### src/rtl/usd_pkg.sv
// types and constants for the utf-8 stream decoder
`timescale 1ns / 1ps
`default_nettype none

package usd_pkg;

   localparam logic [1:0] ST_VALID      = 2'd0;
   localparam logic [1:0] ST_BAD        = 2'd1;
   localparam logic [1:0] ST_INCOMPLETE = 2'd2;

   localparam logic [7:0] CONT_MASK  = 8'hc0;
   localparam logic [7:0] CONT_CODE  = 8'h80;
   localparam logic [7:0] BYTE_MASK  = 8'hff;
   localparam int         CONT_BITS  = 6;
   localparam int         MAX_LENGTH = 7;

   typedef struct packed {
      logic [31:0] code_point;
      logic [1:0]  status;
      logic [2:0]  bytes_used;
      logic        last_of_run;
   } result_type;

   typedef struct packed {
      logic        hit;
      result_type  res;
      logic [2:0]  remaining;
      logic [31:0] accum;
      logic [2:0]  seq_length;
   } lead_type;

endpackage

`default_nettype wire

### src/rtl/utf8_stream_decoder_unit.sv
// top level of the utf-8 stream decoder with a three-entry result queue
`timescale 1ns / 1ps
`default_nettype none

// channel   direction  ports
// req       in         req_valid, req_stall, req_in_byte
// rsp       out        rsp_valid, rsp_stall, rsp_code_point, rsp_status,
//                      rsp_bytes_used, rsp_last_of_run
//
// one request is taken per cycle while req_stall is low; its results enter
// the queue at that edge, and rsp_valid rises in the cycle after a request
// that gives a result is taken into an empty queue
// a request that gives two results fills two queue entries, so the request side stalls when results back up
// req_stall is high while two or more results wait in the queue
// synchronous reset clears the decode state and empties the queue

module utf8_stream_decoder_unit (
   input  wire logic        clock,
   input  wire logic        reset,
   input  wire logic        req_valid,
   output logic             req_stall,
   input  wire logic [7:0]  req_in_byte,
   output logic             rsp_valid,
   input  wire logic        rsp_stall,
   output logic [31:0]      rsp_code_point,
   output logic [1:0]       rsp_status,
   output logic [2:0]       rsp_bytes_used,
   output logic             rsp_last_of_run
);

   logic [2:0]  remaining_ff, remaining_in;
   logic [31:0] accum_ff, accum_in;
   logic [2:0]  seq_ff, seq_in;

   usd_pkg::result_type queue_ff [3];
   logic [1:0] wr_ptr_ff, wr_ptr_in;
   logic [1:0] rd_ptr_ff, rd_ptr_in;
   logic [1:0] count_ff, count_in;

   usd_pkg::result_type res0, res1;
   logic [1:0] n_res;
   logic       accept;
   logic       pop;
   logic [7:0] b;
   logic [31:0] cont_accum;
   logic [2:0]  min_len;
   usd_pkg::lead_type lead;

   function automatic logic [1:0] ptr_inc(input logic [1:0] p);
      ptr_inc = (p == 2'd2) ? 2'd0 : p + 2'd1;
   endfunction

   function automatic logic [2:0] lead_ones(input logic [7:0] v);
      logic [3:0] n;
      logic       run;
      n   = 4'd0;
      run = 1'b1;
      for (int i = 7; i >= 0; i--) begin
         if (run && v[i]) begin
            n = n + 4'd1;
         end else begin
            run = 1'b0;
         end
      end
      lead_ones = (n > 4'(usd_pkg::MAX_LENGTH)) ? 3'(usd_pkg::MAX_LENGTH) : n[2:0];
   endfunction

   function automatic usd_pkg::lead_type take_lead(input logic [7:0] v);
      usd_pkg::lead_type r;
      logic [2:0] ones;
      ones         = lead_ones(v);
      r.hit        = 1'b0;
      r.res        = '0;
      r.remaining  = 3'd0;
      r.accum      = 32'd0;
      r.seq_length = 3'd0;
      if (v != 8'd0) begin
         if (ones == 3'd0) begin
            r.hit            = 1'b1;
            r.res.code_point = {24'd0, v};
            r.res.status     = usd_pkg::ST_VALID;
            r.res.bytes_used = 3'd1;
         end else if (ones == 3'd1) begin
            r.hit            = 1'b1;
            r.res.status     = usd_pkg::ST_BAD;
            r.res.bytes_used = 3'd1;
         end else begin
            r.accum      = {24'd0, v & (usd_pkg::BYTE_MASK >> ones)};
            r.seq_length = ones;
            r.remaining  = ones - 3'd1;
         end
      end
      take_lead = r;
   endfunction

   assign req_stall = (count_ff > 2'd1);
   assign accept    = req_valid && !req_stall;
   assign rsp_valid = (count_ff != 2'd0);
   assign pop       = rsp_valid && !rsp_stall;
   assign b         = req_in_byte;

   assign rsp_code_point  = queue_ff[rd_ptr_ff].code_point;
   assign rsp_status      = queue_ff[rd_ptr_ff].status;
   assign rsp_bytes_used  = queue_ff[rd_ptr_ff].bytes_used;
   assign rsp_last_of_run = queue_ff[rd_ptr_ff].last_of_run;

   assign cont_accum = {accum_ff[31-usd_pkg::CONT_BITS:0], b[usd_pkg::CONT_BITS-1:0]};
   assign lead       = take_lead(b);

   // minimal sequence length from the highest set bit
   assign min_len = 3'd1 + 3'(|cont_accum[31:7]) + 3'(|cont_accum[31:11])
                  + 3'(|cont_accum[31:16]) + 3'(|cont_accum[31:21])
                  + 3'(|cont_accum[31:26]) + 3'(cont_accum[31]);

   always_comb begin
      remaining_in = remaining_ff;
      accum_in     = accum_ff;
      seq_in       = seq_ff;
      res0         = '0;
      res1         = '0;
      n_res        = 2'd0;
      if (accept) begin
         if (remaining_ff == 3'd0) begin
            res0         = lead.res;
            n_res        = {1'b0, lead.hit};
            remaining_in = lead.remaining;
            accum_in     = lead.accum;
            seq_in       = lead.seq_length;
         end else if ((b & usd_pkg::CONT_MASK) == usd_pkg::CONT_CODE) begin
            accum_in     = cont_accum;
            remaining_in = remaining_ff - 3'd1;
            if (remaining_ff == 3'd1) begin
               n_res           = 2'd1;
               res0.bytes_used = seq_ff;
               if (min_len == seq_ff) begin
                  res0.code_point = cont_accum;
                  res0.status     = usd_pkg::ST_VALID;
               end else begin
                  res0.status = usd_pkg::ST_BAD;
               end
               accum_in = 32'd0;
               seq_in   = 3'd0;
            end
         end else begin
            res0.status     = usd_pkg::ST_INCOMPLETE;
            res0.bytes_used = seq_ff - remaining_ff;
            res1            = lead.res;
            n_res           = lead.hit ? 2'd2 : 2'd1;
            remaining_in    = lead.remaining;
            accum_in        = lead.accum;
            seq_in          = lead.seq_length;
         end
      end
      res0.last_of_run = (n_res == 2'd1);
      res1.last_of_run = 1'b1;
   end

   always_comb begin
      wr_ptr_in = wr_ptr_ff;
      rd_ptr_in = rd_ptr_ff;
      if (n_res == 2'd1) begin
         wr_ptr_in = ptr_inc(wr_ptr_ff);
      end else if (n_res == 2'd2) begin
         wr_ptr_in = ptr_inc(ptr_inc(wr_ptr_ff));
      end
      if (pop) begin
         rd_ptr_in = ptr_inc(rd_ptr_ff);
      end
      count_in = count_ff + n_res - {1'b0, pop};
   end

   always_ff @(posedge clock) begin
      if (reset) begin
         remaining_ff <= 3'd0;
         accum_ff     <= 32'd0;
         seq_ff       <= 3'd0;
         wr_ptr_ff    <= 2'd0;
         rd_ptr_ff    <= 2'd0;
         count_ff     <= 2'd0;
      end else begin
         remaining_ff <= remaining_in;
         accum_ff     <= accum_in;
         seq_ff       <= seq_in;
         wr_ptr_ff    <= wr_ptr_in;
         rd_ptr_ff    <= rd_ptr_in;
         count_ff     <= count_in;
      end
   end

   always_ff @(posedge clock) begin
      if (n_res != 2'd0) begin
         queue_ff[wr_ptr_ff] <= res0;
      end
      if (n_res == 2'd2) begin
         queue_ff[ptr_inc(wr_ptr_ff)] <= res1;
      end
   end

endmodule

`default_nettype wire
### config.mk
export PLATFORM = sky130hd
export DESIGN_NAME = utf8_stream_decoder_unit
export DESIGN_NICKNAME = d
export VERILOG_FILES = /design/src/rtl/usd_pkg.sv /design/src/rtl/utf8_stream_decoder_unit.sv
export SDC_FILE = /design/constraint.sdc
export NUM_CORES = 1
export LEC_CHECK = 0
export BUFFER_PORTS_ARGS = -buffer_cell sky130_fd_sc_hd__buf_4
export CAP_MARGIN = 10
export CORE_ASPECT_RATIO = 1.4
export CORE_UTILIZATION = 65
export DETAILED_ROUTE_END_ITERATION = 6
export PLACE_DENSITY = 0.91
export SLEW_MARGIN = 20
export SYNTH_ARGS = -nofsm -noshare
export SYNTH_HDL_FRONTEND = slang
export SYNTH_SLANG_ARGS = --single-unit
### constraint.sdc
create_clock -name clock -period 18.98 [get_ports clock]
set_input_delay 0.949 -clock clock [delete_from_list [all_inputs] [get_ports clock]]
set_output_delay 0.949 -clock clock [all_outputs]
set_load 0.05 [all_outputs]
# == After elaboration in Yosys (flattened, before gate mapping) ==
# Memories as Yosys holds them, arrays and structs flattened. A register that Yosys moved wholly into a read port is not among the register bits.
# Index checks and enable logic that the tools add are counted.
# op_classes
n_addsub,21
n_lt_le_gt_ge,2
n_eq_ne,10
shifts,1
n_mux,59
bitwise,1
n_reduce_logical,23
# op_table
operator,count
38-bit 2-to-1 mux,8
26-bit 2-to-1 mux,3
37-bit 2-to-1 mux,2
32-bit 2-to-1 mux,2
4-bit 2-to-1 mux,8
25-bit OR reduction,1
4-bit by 1-bit adder with 4-bit output (second input constant),6
2-bit 2-to-1 mux,12
21-bit OR reduction,1
3-bit 2-to-1 mux,6
1-bit 2-to-1 mux,16
16-bit OR reduction,1
3-bit by 1-bit adder with 3-bit output,4
11-bit OR reduction,1
2-bit == test (second input constant),5
1-bit logical AND,9
8-bit bitwise AND,1
8-bit 2-to-1 mux,1
8-bit nonzero test,1
8-bit by 3-bit >> shifter with 8-bit output (first input constant),1
2-bit by 1-bit adder with 2-bit output (second input constant),3
3-bit by 1-bit == test with 1-bit output (second input constant),2
3-bit zero test,2
2-bit nonzero test,3
other kinds (16),18
# word_totals
register_bits,38
ram_bits,114
input_bits,12
out_inout_bits,40
word_cells,124
mem_count,1
# mem_list
name,depth,width,rd,rd_clocked_by_memory_dff,wr,line,source
queue_ff,3,38,1,1,2,utf8_stream_decoder_unit.sv:35,usd_pkg::result_type queue_ff [3];

# == Logic depth before layout (Yosys ltp) ==
# Gate-level depths: netlist (run 1).
# logic_depth
depth_word,28
depth_mapped,37
mapped_depth_nobuf,34

# == Worst setup path before layout (run 1) ==
# OpenSTA, ideal clock, no wires.
# synth_timing
kind,input port to flip-flop
from,input req_in_byte[6]
to,memory queue_ff[1][18] in the netlist's numbering
setup_time_ns,0.060
arrival_ns,7.773
t_required_ns,18.920
setup_slack_ns,11.147
path_stages,36
path_buffers,4
path_cell_list,buf_2 inv_1 nand2_1 inv_1 ha_1 o21a_1 ha_1 mux2i_1 a21oi_1 ha_1 nand2_1 nand2_1 ha_1 nand2_1 a31oi_1 ha_1 a21boi_0 nor2_1 xor3_1 nand4_1 xor2_2 or2_2 inv_1 ha_1 or2_2 clkbuf_1 nand3_1 nor2_1 mux2i_1 o21ai_0 ha_1 or3b_2 buf_1 nor2_1 clkbuf_1 a22o_1
# synth_rtl
element,line,source
"start, declared",utf8_stream_decoder_unit.sv:22,"input wire logic [7:0] req_in_byte,"
"end, declared",utf8_stream_decoder_unit.sv:35,

==> key figures, run 1 <==
Floorplanning
  • Row cnt: 45
  • Die width: 91.6 um
  • Die span in y: 127 um
  • Initial core utilization: 67.2%
  • I/O pin total: 52
  • Core Region: 0.0109 mm2
  • Die Area: 0.0117 mm2

Synth
  • FFs w/ async S/R, synth: 0%
  • Post-synthesis average cell area: 9.34 um2
  • Largest family of logic cells by synthesized area: compound AO/OA/AOI/OAI gates
  • Seq/Total Area, Yosys: 46.3%
  • Synth area leaders: dfxtp_1, edfxtp_1, a22o_1
  • Area share of the largest cell type after synthesis: 34.0%
  • Synth Area in Compound Gates: 21.9%
  • Cells after synthesis: 782
  • Post-synth top flop: dfxtp_1
  • Leading area contributor after synthesis: dfxtp_1
  • XOR/XNOR Fraction of Synth Area: 1.63%
  • Post-synth cell types: 59
  • Post-synthesis adder-cell area fraction: 4.69%
  • Simple-Gate Fraction of Synth Area: 15.4%
  • EDFF count, synth: 30
  • Seq cells post-synth: 154
  • Post-synthesis cell area: 0.00731 mm2
  • Post-Syn Nets: 819
  • Synth warnings: 0
  • Post-synthesis mux area share: 5.89%

CTS
  • Max Root-Sink Buffers: 2
  • Setup repair bufs after CTS: 0
  • CTS Root Cell: clkbuf_16
  • Worst-Skew Late Latency: 420 ps
  • Hold buffer count at CTS: 0
  • CTS tree: yes
  • Clk slew on worst S/H paths: 60 ps
  • Num CTS Buffers: 17
  • Clk sinks: 154
  • H-Tree Depth: 4
  • Post-CTS sizing: 0

Detailed routing
  • Vias: 6362
  • Via density per instance: 6.61
  • WL final: 19500 um
  • Pre-Repair DR Iteration Count: 5
  • Initial DRC count: 526
  • Final ANT Viol Nets: 0
  • # DRC: 0
  • DR WL/cell: 20.3 um

Global routing
  • Initial antenna violation count: 0
  • Largest net degree at the start of global routing: 77
  • Grt total ovfl: 0
  • First-pass GRT wire length: 31800 um
  • GRT Overall Usage: 34.9%
  • Number of global-route vias before repair: 6426

Layout
  • N_diodes: 0
  • Register Area: 0.00339 mm2
  • Commonest cells after routing, fill and taps aside: dfxtp_1, nand2_1, a22o_1
  • Fin nets: 845
  • Filler cell count: 689
  • Util after Layout: 77.4%
  • Area Growth Syn to Fin: 15.1%
  • Footprint of the multi-input gates: 0.00363 mm2
  • Commonest non-fill, non-tap cell in the layout: dfxtp_1
  • Share of layout cells above drive strength 1: 12.9%

Power
  • PwrDens: 124 mW/mm2
  • Leak Pwr: 3.21 nW
  • Peak supply drop: 0.0762 mV

Setup path
  • Worst EP required: 19290 ps
  • Kind of critical path: input pin to register
  • CP max-delay cell: o21ai_0
  • Setup crit end kind: register
  • Largest stage delay, worst path: 480 ps
  • Worst Setup Start Kind: input pin
  • Cell mode on critical path: ha_1
  • Max Fanout on Critical Path: 28
  • WP data arrival: 8720 ps

Timing
  • Max Clock Freq: 119 MHz
  • Slew Limit Headroom: 49.2%
  • Setup Viol. Count Final: 0
  • Tightest Pin Transition: 761 ps
  • Post-route clock period utilization: 44.3%
  • Hold Slack: 478 ps
  • Minimum clock period: 8400 ps
  • Clk_skew: 8.15 ps
  • Sum Neg Setup Slack: 0 ps
  • RSZ-0062 raised after global routing: false
  • Final Hold Fails: 0
  • Slew Viols, Final: 0

Placement
  • Final GP Congestion: 0.964
  • Port Buffer Count: 51
  • Hpwl dp: 12800 um

Worst hold path
  • Hold Crit Class: register to register

Job
  • Max cap viols: 0

Status
  • Status: finished, final reports clean
cell usage after synthesis, drive strengths merged, types with 6 or more instances:
cell type,instances
dfxtp,124
nand2,103
a22o,82
o21ai,52
nor2,45
clkbuf,43
mux2i,43
a21oi,41
nand3,31
edfxtp,30
inv,25
ha,21
o22ai,20
nor3,14
buf,10
nand4,7
and2,6
nand2b,6
xor2,6
through the flow:
step,total power [mW],instance area (um2),cells,setup WS (ps)
floorplan,0.581,7310,782,11150
global placement,0.651,7730,930,10730
detailed placement,0.659,7730,930,10260
CTS,1.04,8400,962,10680
global route,1.08,8410,962,10010
finish,1.04,8410,962,10580
cell type report:
class | count | share of cell area, %
Tap cell | 141 | 2.10
Clock buffer | 18 | 5.10
Inverter | 25 | 1.12
Sequential cell | 154 | 40.3
Multi-Input combinational cell | 550 | 43.2
Timing Repair Buffer | 60 | 5.36
Clock inverter | 14 | 2.87
registers in the layout (all words and copies together), names as in the netlist, named ones only:
| register | flops |
|---|---|
| remaining_ff | 3 |
| count_ff | 2 |
| rd_ptr_ff | 2 |
| wr_ptr_ff | 2 |
| seq_ff | 3 |
| accum_ff | 26 |
| queue_ff | 114 |
critical path, delay by kind of cell:
| family | cells | cell delay [ps] |
|---|---|---|
| buffers and inverters | 6 | 1120 |
| AO/OA/AOI/OAI | 6 | 1590 |
| multiplexers | 2 | 240 |
| AND/OR/NAND/NOR | 13 | 1940 |
| XOR/XNOR | 2 | 760 |
| adder cells (fa/ha/maj) | 7 | 2100 |
worst paths after layout:
| kind | start | endpoint | slack, ps | cells after the start |
|---|---|---|---|---|
| worst max-delay path | req_in_byte[6] | queue_ff[2][0] | 10580 | 36 |
| worst min-delay path | queue_ff[1][34] | queue_ff[1][34] | 480 | 1 |
| worst min register to register | queue_ff[1][34] | queue_ff[1][34] | 480 | 1 |
| worst max register to register | accum_ff[21] | queue_ff[1][19] | 13590 | 17 |
routing by layer:
metal | GRT usage, % | up-vias | share of wire, %
met2 | 62.7 | 360 | 54
met3 | 6.79 | 77 | 6.5
met4 | 19.0 | 0 | 4.0
met5 | 0 | - | 0
met1 | 38.4 | 3006 | 36
li1 | - | 2919 | -
kinds of logic after synthesis:
kind of cell | count (synthesis)
xor+xnor | 11
flops | 154
mux | 43
simple gates | 240
buf+inv | 78
compound gates | 231
fa+ha+maj | 25
power breakdown:
part	internal, mW	switching, mW	total, mW
sequential	0.363	0.0206	0.384
combinational	0.0841	0.192	0.276
clock	0.248	0.137	0.385
total	0.695	0.350	1.04
(Power assumes the default switching activity.)
==> run 2: changes to the inputs <==
CORE_UTILIZATION = 54   (was 65)
PLACE_DENSITY = 0.81   (was 0.91)
clock period = 6.9 ns   (was 18.98 ns; I/O delays follow)
==> run 2 against run 1 <==
Largest power group is now registers. Hold slack got worse by 220 ps. Cell count is 5.0% higher. Combinational power rose to 2.8 times the previous value. Setup slack worse by 10000 ps. Core utilization decreased by 12 points. Clock skew rose by 3.4 ps. Register-to-register slack got worse by 12000 ps. Sequential power rose to 2.7 times the previous value. Highest routed layer unchanged. Clock power increased by 140%. Final area increased by 1.3%. Largest cell class unchanged.
==> key figures, run 2 (same netlist as run 1, synthesis figures left out) <==
Timing
  • Max Clock Freq: 154 MHz
  • Minimum clock period: 6490 ps
  • Final Hold Fails: 0
  • Sum Neg Setup Slack: 0 ps
  • Clk_skew: 11.5 ps
  • Tightest Pin Transition: 1000 ps
  • Slew Limit Headroom: 32.9%
  • Slew Viols, Final: 0
  • RSZ-0062 raised after global routing: false
  • Post-route clock period utilization: 94.0%
  • Setup Viol. Count Final: 0

Power
  • Internal power: 1.81 mW
  • PwrDens: 324 mW/mm2
  • Reg power frac: 38.2%
  • Sw Ratio: 34.6%
  • Leak Pwr: 3.25 nW
  • Combinational share of power: 27.9%
  • Peak supply drop: 0.214 mV
  • P_sw: 0.955 mW
  • Clock power frac: 34.0%

Placement
  • Port Buffer Count: 51
  • Dpl cells: 979
  • Hpwl dp: 13000 um
  • Final GP Congestion: 0.911

Detailed routing
  • # DRC: 0
  • WL final: 19700 um
  • Routed wl met2: 10400 um
  • DR WL/cell: 19.5 um
  • Final ANT Viol Nets: 0
  • Initial DRC count: 493
  • Pre-Repair DR Iteration Count: 7
  • Vias: 6277
  • M1 WL: 7560 um
  • WL met3: 966 um
  • Top routing layer in use: met4
  • Via density per instance: 6.21

Floorplanning
  • Die width: 100 um
  • Die span in y: 140 um
  • Row cnt: 49
  • Initial core utilization: 56.2%
  • I/O pin total: 52
  • Die Area: 0.0140 mm2
  • Core Region: 0.0130 mm2

Job
  • Max cap viols: 0

Global routing
  • First-pass GRT wire length: 31300 um
  • GRT Overall Usage: 28.9%
  • Number of global-route vias before repair: 6077
  • Grt total ovfl: 0
  • Largest net degree at the start of global routing: 77
  • Initial antenna violation count: 0

Layout
  • Fin nets: 857
  • N_diodes: 0
  • Max FFs per register: 114
  • Area Growth Syn to Fin: 16.6%
  • Biggest registers after layout: queue_ff x114, accum_ff x26
  • Share of layout cells above drive strength 1: 14.3%
  • Largest Register: queue_ff
  • Commonest cells after routing, fill and taps aside: dfxtp_1, nand2_1, a22o_1
  • Non-Filler Instances: 1010
  • Commonest non-fill, non-tap cell in the layout: dfxtp_1

CTS
  • H-Tree Depth: 4
  • CTS tree: yes
  • Num CTS Buffers: 17
  • Setup repair bufs after CTS: 0
  • Clk slew on worst S/H paths: 70 ps
  • Max Root-Sink Buffers: 2
  • Clk sinks: 154
  • CTS Root Cell: clkbuf_16
  • Worst-Skew Late Latency: 430 ps
  • Hold buffer count at CTS: 0

Setup path
  • Worst R2R Start: accum_ff[21]
  • Worst Setup Start Kind: input pin
  • Kind of critical path: input pin to register
  • Crit. Startpoint: req_in_byte[6]
  • Worst EP required: 7180 ps
  • Max Fanout on Critical Path: 10
  • Largest stage delay, worst path: 600 ps
  • Setup crit end kind: register
  • Cell mode on critical path: ha_1
  • CP max-delay cell: or3b_2
  • WP data arrival: 6770 ps

Status
  • Status: finished, final reports clean

Worst hold path
  • Hold Startpoint: req_in_byte[0]
  • Hold Crit Class: input pin to register
[run 2: per-layer routing]
| metal | track usage (%) | vias up |
|---|---|---|
| met4 | 14.0 | 0 |
| met2 | 51.8 | 259 |
| li1 | - | 2939 |
| met5 | 0 | - |
| met3 | 4.77 | 57 |
| met1 | 32.8 | 3022 |
[run 2: critical path: cells and delay by family]
family                     cells  cell delay, ps
buffers and inverters          4             460
muxes                          2             440
and+or+nand+nor               13            2130
xor gates and xnor gates       2             500
adders and majority gates      7            1880
AOI/OAI and AO/OA              6            1020
[run 2: path summary, 6_finish.rpt]
| path | to | slack, ps | cells after the start |
|---|---|---|---|
| max | queue_ff[1][7] | 410 | 34 |
| min reg2reg | queue_ff[2][0] | 470 | 1 |
| max reg2reg | queue_ff[0][9] | 1470 | 17 |
| min | accum_ff[0] | 260 | 3 |
[run 2: area by class of cell]
class | instances | area [um2]
well taps | 178 | 223
repair buffers | 72 | 591
flip-flops and latches | 154 | 3390
multi-input cells | 550 | 3640
clock buffers | 22 | 475
fillers | 1090 | 4480
clock inverters | 9 | 113
inverters | 25 | 93.8
[run 2: power by group through the flow]
stage          Clock (mW)  Sequential [mW]  Combinational (mW)
4_1_cts             0.939             1.05               0.764
3_5_place_dp            0             1.07               0.758
6_report            0.938             1.05               0.769
2_1_floorplan           0             1.04               0.558
5_1_grt             0.982             1.06               0.819
3_3_place_gp            0             1.07               0.738
[run 2: stage by stage]
step,area (um2),hold slack [ps],setup slack (ps),utilization [%],total power [mW]
after floorplan,7330,436,-14.7,-,1.60
after global placement,7930,447,332,61.0,1.80
after detailed placement,7930,461,4.76,61.0,1.83
after CTS,8520,248,414,65.5,2.76
after global routing,8520,260,15.9,65.5,2.86
final,8520,260,412,65.5,2.76
[run 2: timing repair]
item | in CTS | in global routing
resized for setup | 0 | 1
endpoints found under the setup margin | 0 | 26
hold endpoints to repair | 0 | 0
